--- src/hdl/gdf_pkg.sv ---
// ----------------------------------------------------------------------------
// gdf_pkg: shared types and constants of the dual gyro arbiter and fuser
// Sample width, derived widths, register indexes, reset values and the
// word types that pass between the pipeline stages.
// ----------------------------------------------------------------------------
`default_nettype none

package gdf_pkg;

  localparam int SAMPLE_BITS = 20;
  localparam int AXES        = 3;

  // abs difference of two samples needs one more bit than a sample
  localparam int ADIFF_W = SAMPLE_BITS + 1;
  localparam int SQ_W    = 2 * SAMPLE_BITS;
  // sum of three squares
  localparam int NORM_W  = SQ_W + 2;

  localparam int CNT_W   = 8;
  localparam int THR_W   = 20;
  localparam int LIMSQ_W = 40;

  localparam int DIF_CMP_W  = (ADIFF_W > THR_W) ? ADIFF_W : THR_W;
  localparam int NORM_CMP_W = (NORM_W > LIMSQ_W) ? NORM_W : LIMSQ_W;

  localparam int CFG_DATA_W = LIMSQ_W;
  localparam int CFG_IDX_W  = 2;

  typedef enum logic [CFG_IDX_W-1:0] {
    CFG_DIVERGE_LIMIT   = 2'd0,
    CFG_DIFF_THRESHOLD  = 2'd1,
    CFG_EXPLOSION_LIMIT = 2'd2
  } gdf_cfg_idx_e;

  localparam logic [CNT_W-1:0]   DIVERGE_LIMIT_RST = CNT_W'(5);
  localparam logic [THR_W-1:0]   DIFF_THRESH_RST   = THR_W'(2048);
  // 35 rad/s squared in Q.24
  localparam logic [LIMSQ_W-1:0] EXPLODE_LIM_RST   = LIMSQ_W'(64'd20552089600);

  localparam logic [CNT_W-1:0]   CNT_MAX = '1;

  typedef logic [AXES-1:0][SAMPLE_BITS-1:0] gdf_vec_t;

  typedef struct packed {
    logic [CNT_W-1:0]   diverge_limit;
    logic [THR_W-1:0]   diff_threshold;
    logic [LIMSQ_W-1:0] explosion_limit_sq;
  } gdf_cfg_t;

  // word handed from the compare/square stage to the vote stage
  typedef struct packed {
    logic                      diverge;
    logic [AXES-1:0][SQ_W-1:0] prim_sq;
    gdf_vec_t                  prim;
    gdf_vec_t                  sec;
    gdf_vec_t                  avg;
  } gdf_mid_t;

endpackage

`default_nettype wire

--- src/hdl/gdf_front.sv ---
// ----------------------------------------------------------------------------
// gdf_front: axis compare and square stage
// Finds the largest axis difference against the threshold, squares the
// primary axes and forms the floor average, then registers the result.
// ----------------------------------------------------------------------------
`default_nettype none

module gdf_front
  import gdf_pkg::*;
(
  input  wire logic     clk_i,
  input  wire logic     en_i,
  input  wire gdf_vec_t prim_i,
  input  wire gdf_vec_t sec_i,
  input  wire gdf_cfg_t cfg_i,
  output gdf_mid_t      mid_q
);

  logic signed [SAMPLE_BITS:0]   diff [AXES];
  logic        [ADIFF_W-1:0]     adiff [AXES];
  logic signed [SQ_W-1:0]        pext [AXES];
  logic signed [SAMPLE_BITS:0]   sum  [AXES];
  logic        [ADIFF_W-1:0]     max01;
  logic        [ADIFF_W-1:0]     max_all;
  gdf_mid_t                      mid_d;

  always_comb begin
    mid_d = '0;
    for (int a = 0; a < AXES; a++) begin
      diff[a]  = (SAMPLE_BITS+1)'($signed(prim_i[a])) - (SAMPLE_BITS+1)'($signed(sec_i[a]));
      adiff[a] = diff[a][SAMPLE_BITS] ? ADIFF_W'(-diff[a]) : ADIFF_W'(diff[a]);
      pext[a]  = SQ_W'($signed(prim_i[a]));
      mid_d.prim_sq[a] = SQ_W'(pext[a] * pext[a]);
      sum[a]   = (SAMPLE_BITS+1)'($signed(prim_i[a])) + (SAMPLE_BITS+1)'($signed(sec_i[a]));
      // drop the low bit: floor of half the sum
      mid_d.avg[a] = sum[a][SAMPLE_BITS:1];
    end
    max01   = (adiff[0] > adiff[1]) ? adiff[0] : adiff[1];
    max_all = (max01 > adiff[2]) ? max01 : adiff[2];
    mid_d.diverge = DIF_CMP_W'(max_all) > DIF_CMP_W'(cfg_i.diff_threshold);
    mid_d.prim = prim_i;
    mid_d.sec  = sec_i;
  end

  always_ff @(posedge clk_i) begin
    if (en_i) begin
      mid_q <= mid_d;
    end
  end

endmodule

`default_nettype wire

--- src/hdl/gdf_vote.sv ---
// ----------------------------------------------------------------------------
// gdf_vote: divergence counter, fault decision and fusion select
// Holds the count and both suspect flags and registers the fused word.
// ----------------------------------------------------------------------------
`default_nettype none

module gdf_vote
  import gdf_pkg::*;
(
  input  wire logic     clk_i,
  input  wire logic     rst_ni,
  input  wire logic     en_i,
  input  wire gdf_mid_t mid_i,
  input  wire gdf_cfg_t cfg_i,
  output gdf_vec_t      fused_q,
  output logic          pbad_q,
  output logic          sbad_q
);

  logic [CNT_W-1:0]  cnt_q, cnt_d, cnt_inc;
  logic              ps_q, ps_d, ss_q, ss_d;
  logic [NORM_W-1:0] norm;
  gdf_vec_t          fused_d;

  always_comb begin
    cnt_d   = cnt_q;
    ps_d    = ps_q;
    ss_d    = ss_q;
    cnt_inc = (cnt_q == CNT_MAX) ? cnt_q : cnt_q + 1'b1;
    norm    = NORM_W'(mid_i.prim_sq[0]) + NORM_W'(mid_i.prim_sq[1])
            + NORM_W'(mid_i.prim_sq[2]);
    if (mid_i.diverge) begin
      if (cnt_inc >= cfg_i.diverge_limit) begin
        // decide: blame the primary only if its norm blew up
        if (NORM_CMP_W'(norm) > NORM_CMP_W'(cfg_i.explosion_limit_sq)) begin
          ps_d = 1'b1;
          ss_d = 1'b0;
        end else begin
          ps_d = 1'b0;
          ss_d = 1'b1;
        end
        cnt_d = cfg_i.diverge_limit;
      end else begin
        cnt_d = cnt_inc;
      end
    end else if (cnt_q != '0) begin
      cnt_d = cnt_q - 1'b1;
    end else begin
      ps_d = 1'b0;
      ss_d = 1'b0;
    end

    case ({ps_d, ss_d})
      2'b10:   fused_d = mid_i.sec;
      2'b01:   fused_d = mid_i.prim;
      default: fused_d = mid_i.avg;
    endcase
  end

  always_ff @(posedge clk_i or negedge rst_ni) begin
    if (!rst_ni) begin
      cnt_q <= '0;
      ps_q  <= 1'b0;
      ss_q  <= 1'b0;
    end else if (en_i) begin
      cnt_q <= cnt_d;
      ps_q  <= ps_d;
      ss_q  <= ss_d;
    end
  end

  always_ff @(posedge clk_i) begin
    if (en_i) begin
      fused_q <= fused_d;
      pbad_q  <= ps_d;
      sbad_q  <= ss_d;
    end
  end

endmodule

`default_nettype wire

--- src/hdl/dual_gyro_arbiter_fuser.sv ---
// ----------------------------------------------------------------------------
// dual_gyro_arbiter_fuser: voter and fuser for two redundant rate sensors
// Input register, compare/square stage, vote stage and result register.
// ----------------------------------------------------------------------------
// Usage:
//   Input channel: one word per frame carries a primary and a secondary
//   three-axis sample (signed Q7.12), taken when in_valid_i is high and
//   in_stall_o is low. Output channel: one word per input word with the
//   fused sample and both fault flags, taken when out_valid_o is high and
//   out_stall_i is low.
//   From the accepting edge on, a word passes the input register, the
//   compare/square register and the result register, whose load raises
//   out_valid_o. Throughput is one word per cycle while out_stall_i is
//   low; the divergence counter and suspect flags update once per word in
//   the vote stage, and each stage holds one multiplier per axis at most.
//   Configuration: write a register index and data on cfg_*; cfg_ready_o is
//   always high. Write only while the block is idle.
//   Reset: the pipeline empties, counter and flags clear, registers take
//   their defaults (limit 5, threshold 0.5 rad/s, explosion 35^2).
//   Receiver stall: the result word holds; up to three words fill the
//   pipeline before in_stall_o rises.
// ----------------------------------------------------------------------------
`default_nettype none

module dual_gyro_arbiter_fuser
  import gdf_pkg::*;
(
  input  wire logic                          clk_i,
  input  wire logic                          rst_ni,
  input  wire logic                          in_valid_i,
  output logic                               in_stall_o,
  input  wire logic signed [SAMPLE_BITS-1:0] prim_x_i,
  input  wire logic signed [SAMPLE_BITS-1:0] prim_y_i,
  input  wire logic signed [SAMPLE_BITS-1:0] prim_z_i,
  input  wire logic signed [SAMPLE_BITS-1:0] sec_x_i,
  input  wire logic signed [SAMPLE_BITS-1:0] sec_y_i,
  input  wire logic signed [SAMPLE_BITS-1:0] sec_z_i,
  output logic                               out_valid_o,
  input  wire logic                          out_stall_i,
  output logic signed [SAMPLE_BITS-1:0]      fused_x_o,
  output logic signed [SAMPLE_BITS-1:0]      fused_y_o,
  output logic signed [SAMPLE_BITS-1:0]      fused_z_o,
  output logic                               primary_bad_o,
  output logic                               secondary_bad_o,
  input  wire logic                          cfg_valid_i,
  output logic                               cfg_ready_o,
  input  wire logic [CFG_IDX_W-1:0]          cfg_index_i,
  input  wire logic [CFG_DATA_W-1:0]         cfg_data_i
);

  gdf_cfg_t cfg_q;
  logic     v_in_q, v_mid_q, v_out_q;
  logic     adv_in, adv_mid, adv_out;
  gdf_vec_t prim_q, sec_q;
  gdf_mid_t mid_q;
  gdf_vec_t fused_q;

  // configuration registers; no side effects, so always ready
  assign cfg_ready_o = 1'b1;

  always_ff @(posedge clk_i or negedge rst_ni) begin
    if (!rst_ni) begin
      cfg_q.diverge_limit      <= DIVERGE_LIMIT_RST;
      cfg_q.diff_threshold     <= DIFF_THRESH_RST;
      cfg_q.explosion_limit_sq <= EXPLODE_LIM_RST;
    end else if (cfg_valid_i && cfg_ready_o) begin
      unique case (cfg_index_i)
        CFG_DIVERGE_LIMIT:   cfg_q.diverge_limit      <= cfg_data_i[CNT_W-1:0];
        CFG_DIFF_THRESHOLD:  cfg_q.diff_threshold     <= cfg_data_i[THR_W-1:0];
        CFG_EXPLOSION_LIMIT: cfg_q.explosion_limit_sq <= cfg_data_i[LIMSQ_W-1:0];
        default: ;  // unmapped index: drop the write
      endcase
    end
  end

  // each stage advances when it is empty or the next one advances
  assign adv_out    = !v_out_q || !out_stall_i;
  assign adv_mid    = !v_mid_q || adv_out;
  assign adv_in     = !v_in_q || adv_mid;
  assign in_stall_o = !adv_in;

  always_ff @(posedge clk_i or negedge rst_ni) begin
    if (!rst_ni) begin
      v_in_q  <= 1'b0;
      v_mid_q <= 1'b0;
      v_out_q <= 1'b0;
    end else begin
      if (adv_in) begin
        v_in_q <= in_valid_i;
      end
      if (adv_mid) begin
        v_mid_q <= v_in_q;
      end
      if (adv_out) begin
        v_out_q <= v_mid_q;
      end
    end
  end

  // capture the sample pair
  always_ff @(posedge clk_i) begin
    if (in_valid_i && adv_in) begin
      prim_q <= {prim_z_i, prim_y_i, prim_x_i};
      sec_q  <= {sec_z_i, sec_y_i, sec_x_i};
    end
  end

  gdf_front u_front (
    .clk_i  (clk_i),
    .en_i   (v_in_q && adv_mid),
    .prim_i (prim_q),
    .sec_i  (sec_q),
    .cfg_i  (cfg_q),
    .mid_q  (mid_q)
  );

  // state advances exactly once per word leaving the middle stage
  gdf_vote u_vote (
    .clk_i   (clk_i),
    .rst_ni  (rst_ni),
    .en_i    (v_mid_q && adv_out),
    .mid_i   (mid_q),
    .cfg_i   (cfg_q),
    .fused_q (fused_q),
    .pbad_q  (primary_bad_o),
    .sbad_q  (secondary_bad_o)
  );

  assign out_valid_o = v_out_q;
  assign fused_x_o   = $signed(fused_q[0]);
  assign fused_y_o   = $signed(fused_q[1]);
  assign fused_z_o   = $signed(fused_q[2]);

endmodule

`default_nettype wire

--- config.mk ---
export PLATFORM = sky130hd
export DESIGN_NAME = dual_gyro_arbiter_fuser
export DESIGN_NICKNAME = d
export VERILOG_FILES = /design/src/hdl/gdf_pkg.sv /design/src/hdl/gdf_front.sv /design/src/hdl/gdf_vote.sv /design/src/hdl/dual_gyro_arbiter_fuser.sv
export SDC_FILE = /design/constraint.sdc
export NUM_CORES = 2
export LEC_CHECK = 0
export BUFFER_PORTS_ARGS = -buffer_cell sky130_fd_sc_hd__buf_4
export CAP_MARGIN = 20
export CORE_MARGIN = 4
export CORE_UTILIZATION = 45
export DETAILED_ROUTE_END_ITERATION = 10
export SYNTH_ARGS = -nofsm -noshare
export SYNTH_HDL_FRONTEND = slang
export SYNTH_HIERARCHICAL = 1
export SYNTH_SLANG_ARGS = --single-unit
--- constraint.sdc ---
create_clock -name clk_i -period 8.8 [get_ports clk_i]
set_clock_uncertainty 0.15 [all_clocks]
set_input_delay 2.2 -clock clk_i [delete_from_list [all_inputs] [get_ports clk_i]]
set_output_delay 2.2 -clock clk_i [all_outputs]
set_load 0.03 [all_outputs]
# Yosys cells after proc, flatten, opt, wreduce, memory -nomap -nowiden
# Cells that the tools add are included.
[word_totals] input_bits=167 elab_cells=95 out_inout_bits=65 regBits=564
[op_classes] order_cmp=5 n_mul=3 muxes=18 reduce_logical=18 add_sub_neg=13 n_eq_ne=5
[op_table] op="$mul 20x20->40" n=3
[op_table] op="$pmux 60 s2" n=1
[op_table] op="$mux 21" n=5
[op_table] op="$add 20x20->21" n=3
[op_table] op="$neg 21->21" n=3
[op_table] op="$sub 20x20->21" n=3
[op_table] op="$add 42x40->42" n=1
[op_table] op="$gt 21x21->1" n=2
[op_table] op="$gt 42x40->1" n=1
[op_table] op="$add 40x40->41" n=1
[op_table] op="$mux 8" n=4
[op_table] op="$gt 21x20->1" n=1
[op_table] op="$add 8x1->8 const B" n=1
[op_table] op="$eq 8x8->1 const B" n=1
[op_table] op="$ge 8x8->1" n=1
[op_table] op="$mux 1" n=8
[op_table] op="$reduce_and 2->1" n=4
[op_table] op="$reduce_bool 8->1" n=1
[op_table] op="$sub 8x1->8 const B" n=1
[op_table] op="$logic_not 1->1" n=5
[op_table] op="$eq 2x1->1 const B" n=2
[op_table] op="$eq 2x2->1 const B" n=2
[op_table] op="$logic_and 1x1->1" n=3
[op_table] op="$logic_or 1x1->1" n=3
[op_table] op="2 further kinds" n=2

# Logic depth before layout (Yosys ltp)
[depth] depth_word=8 mapped_depth=49 ltp_nobuf=44

# By module
# Netlist, hierarchy kept.
[modules_own_cells] module="gdf_front" seq_area_each_um2=8858.5 cells_per_inst=5885 area_per_inst_um2=58092.0 n_inst=1
[modules_own_cells] module="gdf_vote" seq_area_each_um2=2112.0 cells_per_inst=885 area_per_inst_um2=7875.1 n_inst=1
[modules_own_cells] module="dual_gyro_arbiter_fuser" seq_area_each_um2=5390.2 cells_per_inst=279 area_per_inst_um2=6328.6 n_inst=1

# Least setup slack after synthesis
# Ideal clock, no wire load.
[synth_path] kind="input to register" from="input out_stall_i" to="register, netlist name u_front/mid_q[0]" t_required_ns=7.956 arrival_ns=8.973 path_buffers=0 slack_ns=-1.017 setup_time_ns=0.694 cell_stages=2 cell_sequence="nand3_1 and2_1"
[synth_via] elab_chain_len=4
[synth_rtl] element="start: declaration" line_no="dual_gyro_arbiter_fuser.sv:39" source="input wire logic out_stall_i,"
[synth_rtl] element="$logic_not 1->1" line_no="dual_gyro_arbiter_fuser.sv:77" source="assign adv_out = !v_out_q || !out_stall_i;"
[synth_rtl] element="$logic_or 1x1->1" line_no="dual_gyro_arbiter_fuser.sv:77"
[synth_rtl] element="$logic_or 1x1->1" line_no="dual_gyro_arbiter_fuser.sv:78" source="assign adv_mid = !v_mid_q || adv_out;"
[synth_rtl] element="$logic_and 1x1->1" line_no="dual_gyro_arbiter_fuser.sv:110" source=".en_i (v_in_q && adv_mid),"
# Every way passes these cells.
# A chain may end at the register's enable or synchronous reset.

==> impl_metrics.toml <==
[outcome]
outcome = "finished clean"

[critical_path]
cp_data_arrival_time_ps = 8830
cp_max_fo = 3
crit_cells = 39
worstReg2RegEnd = "u_front/mid_q[300]$_DFFE_PP_"
r2r-start = "prim_q[27]$_DFFE_PP_"
crit_required_ps = 9070
cp-endpoint = "u_front/mid_q[300]$_DFFE_PP_"
crit_family = "compound AO/OA/AOI/OAI gates"
regToRegSetupSlack_ps = 250
slowest_delay_ps = 560
startpoint_type = "register"
critPathSlowestCell = "or4_4"
cp-end-kind = "register"
setup.worst_path.class = "register to register"
crit_start = "prim_q[27]$_DFFE_PP_"
worst-path-buf-inv = 1
path_common_cell = "a21o_1"
reg2reg_depth = 39

[route]
vias_per_cell = 5.27
drt_iter0_drc = 3473
wire_per_inst_um = 21.3
antenna_left = 0
drtPass1Iterations = 6
vias = 51100
drcViolationCount = 0
wl_um = 207000

[sta]
setup_violations = 0
relSlewSlack_pct = 12.8
report.final.slew_viol_count = 0
worst_hold_slack_ps = 334
clock.fmax_mhz = 117
period_needed_ps = 8550
fin_crit_sh_pct = 97.2
setup_ws_ps = 245
rsz0062_at_grt = "yes"
hold_violations = 0
max_slew.worst_pin.slew_ps = 1310

[clock_network]
clk_pin_slew_worst_paths_ps = 60
clock_latency_ps = 680
cts-root-buf = "clkbuf_16"
cts_htree_levels = 3
cts.path.max_buffers = 3
cts_sinks = 558
cts_buffers = 70
cts_tree = "built"

[place]
gp_congestion = 0.955
dpl.hpwl_um = 171000
place_area_um2 = 78400
dp_slack_ps = -169
io_buffers = 230

[synth]
synth_edf_count = 477
ys_async_sr_fraction_pct = 14.5
yosysTopAreaCell = "fa_1"
yosys.cell_types.count = 105
synthTopCellsByArea = "fa_1, edfxtp_1, ha_1, inv_1, nand2_1"
ys_seq_elements = 558
avgSynthCellArea_um2 = 10.3
syn-instance-count = 7049
synthFlopType = "edfxtp_1"
yosysWarnings = 6
yosysSeqAreaShare_pct = 22.6
netlist_area_um2 = 72300
synth_top_cell_area_share_pct = 33.5

[grt]
groute.layer.met1.usage_pct = 35.2
grt_overflow = 0
grtUsageMet3_pct = 3.20
grtUsageMet2_pct = 41.1
busiest_layer = "met2"
grt_max_degree = 173
grt_pass1_wl_um = 321000
grt_antenna_before_repair = 13
grt_pass1_vias = 54100
grtUsageTotal_pct = 25.1

[final_layout]
fillCellCount = 14400
multi_input_area_um2 = 49600
seqCellArea_um2 = 16400
syn_to_final_growth_pct = 12.7
design_area_um2 = 81500
drive_above_1_share_pct = 11.7
nets = 9468

[die]
start_util_pct = 45.4
fp.dieArea_um2 = 167000
rows = 146
die_y_um = 409
die_w_um = 409
ios = 232
fp.coreArea_um2 = 159000

[run]
cap_violations = 0

[hold_path]
hold_path.class = "register to register"
[state kept, by name, summed over array words and instances (netlist names), 8 cells and up]
| register | cells |
|---|---|
| cfg_q | 68 |
| prim_q | 60 |
| sec_q | 60 |
| u_front/mid_q | 295 |
| u_vote/cnt_q | 8 |
| u_vote/fused_q | 60 |
[Yosys cell counts (39+ instances only)]
master and number:
edfxtp_1 477, o21a_1 39, o21ai_0 217, fa_1 1211, xnor2_1 225, clkbuf_1 173, nand2_1 544, nand3_1 53
a21o_1 100, ha_1 590, and2_1 172, nor2b_1 46, a22oi_1 63, dfrtp_1 73, xor2_1 96, nor2_1 362
nor3_1 79, nand2b_1 55, a21oi_1 269, mux2_2 69, inv_1 1543, nand4_1 49
[cells in the final DEF, fill, tap and decap left out, types with 11 or more instances in the layout]
master and n:
fa_1 1210, buf_4 567, or2_2 13, and2_1 169
nor2b_1 43, o31ai_1 18, o21ai_0 207, nor3_1 77
xor2_1 94, o211ai_1 28, o21ai_1 12, o21bai_1 37
xnor2_1 223, edfxtp_1 477, ha_1 584, nor4_1 16
clkinv_1 20, a31oi_1 32, dfrtp_1 73, clkinv_2 11
a22oi_1 63, nand3_1 53, or3_1 17, mux2_2 69
and3_1 32, a221oi_1 11, a21boi_0 11, a21o_1 100
o21a_1 38, nand2_1 544, nor2_1 359, inv_1 1540
nand4_1 49, a211oi_1 29, a211o_1 13, a21oi_1 259
clkbuf_16 75, mux2i_1 28, nand2b_1 55
[logic make-up (layout without fill, tap and decap cells)]
group,count (synthesis),in the layout,share of synthesized area (%)
multiplexers,102,102,1.54
AND/OR/NAND/NOR,1488,1488,9.71
flip-flops,558,558,22.6
other,2,14,0.0104
AO/OA/AOI/OAI,1011,1011,9.15
adder cells (fa/ha/maj),1801,1801,43.7
buffers and inverters,1765,2266,9.29
XOR/XNOR,322,322,3.93
[worst min path at each step]
stage / cells after the start / startpoint / slack (ps) / end
floorplan: 2 / u_vote/ss_q$_DFFE_PN0P_ / 300 / u_vote/ss_q$_DFFE_PN0P_
global placement: 0 / sec_q[3]$_DFFE_PP_ / 310 / u_front/mid_q[63]$_DFFE_PP_
detailed placement: 0 / sec_q[12]$_DFFE_PP_ / 320 / u_front/mid_q[72]$_DFFE_PP_
CTS: 0 / sec_q[5]$_DFFE_PP_ / 340 / u_front/mid_q[65]$_DFFE_PP_
global route: 0 / sec_q[4]$_DFFE_PP_ / 350 / u_front/mid_q[64]$_DFFE_PP_
finish: 0 / sec_q[2]$_DFFE_PP_ / 330 / u_front/mid_q[62]$_DFFE_PP_
[area by class of cell]
| cell class | count | share of cell area (%) |
|---|---|---|
| tap | 2146 | 3.30 |
| antenna | 8 | 0.0246 |
| timing repair buffer | 579 | 5.49 |
| inverter | 1561 | 7.19 |
| sequential | 558 | 20.1 |
| clock inverter | 44 | 0.742 |
| clock buffer | 82 | 2.32 |
| multi-input combinational | 4730 | 60.9 |
[through the flow]
step	TNS (ps)	cells	util, %
6_report	0	9708	51.2
5_1_grt	-79.0	9700	51.2
4_1_cts	0	9667	50.8
3_5_place_dp	-169	9540	49.2
3_3_place_gp	0	9540	49.2
2_1_floorplan	0	7053	-
[metal layers]
layer,vias to the layer above,wire [um]
li1,23400,-
met1,26100,91400
met2,1292,97500
met3,273,11300
met4,6,6460
met5,-,41
[timing repair]
action / 4_1_cts / 5_1_grt
pin swaps: 0 / 50
hold buffers: 0 / 0
resized for setup: 5 / 57
cloned: 0 / 1
setup endpoints to repair: 1 / 1
buffers inserted: 1 / 28
Power is not shown: default switching activity piles up to over one toggle a cycle in this logic, so the estimate is an artifact.
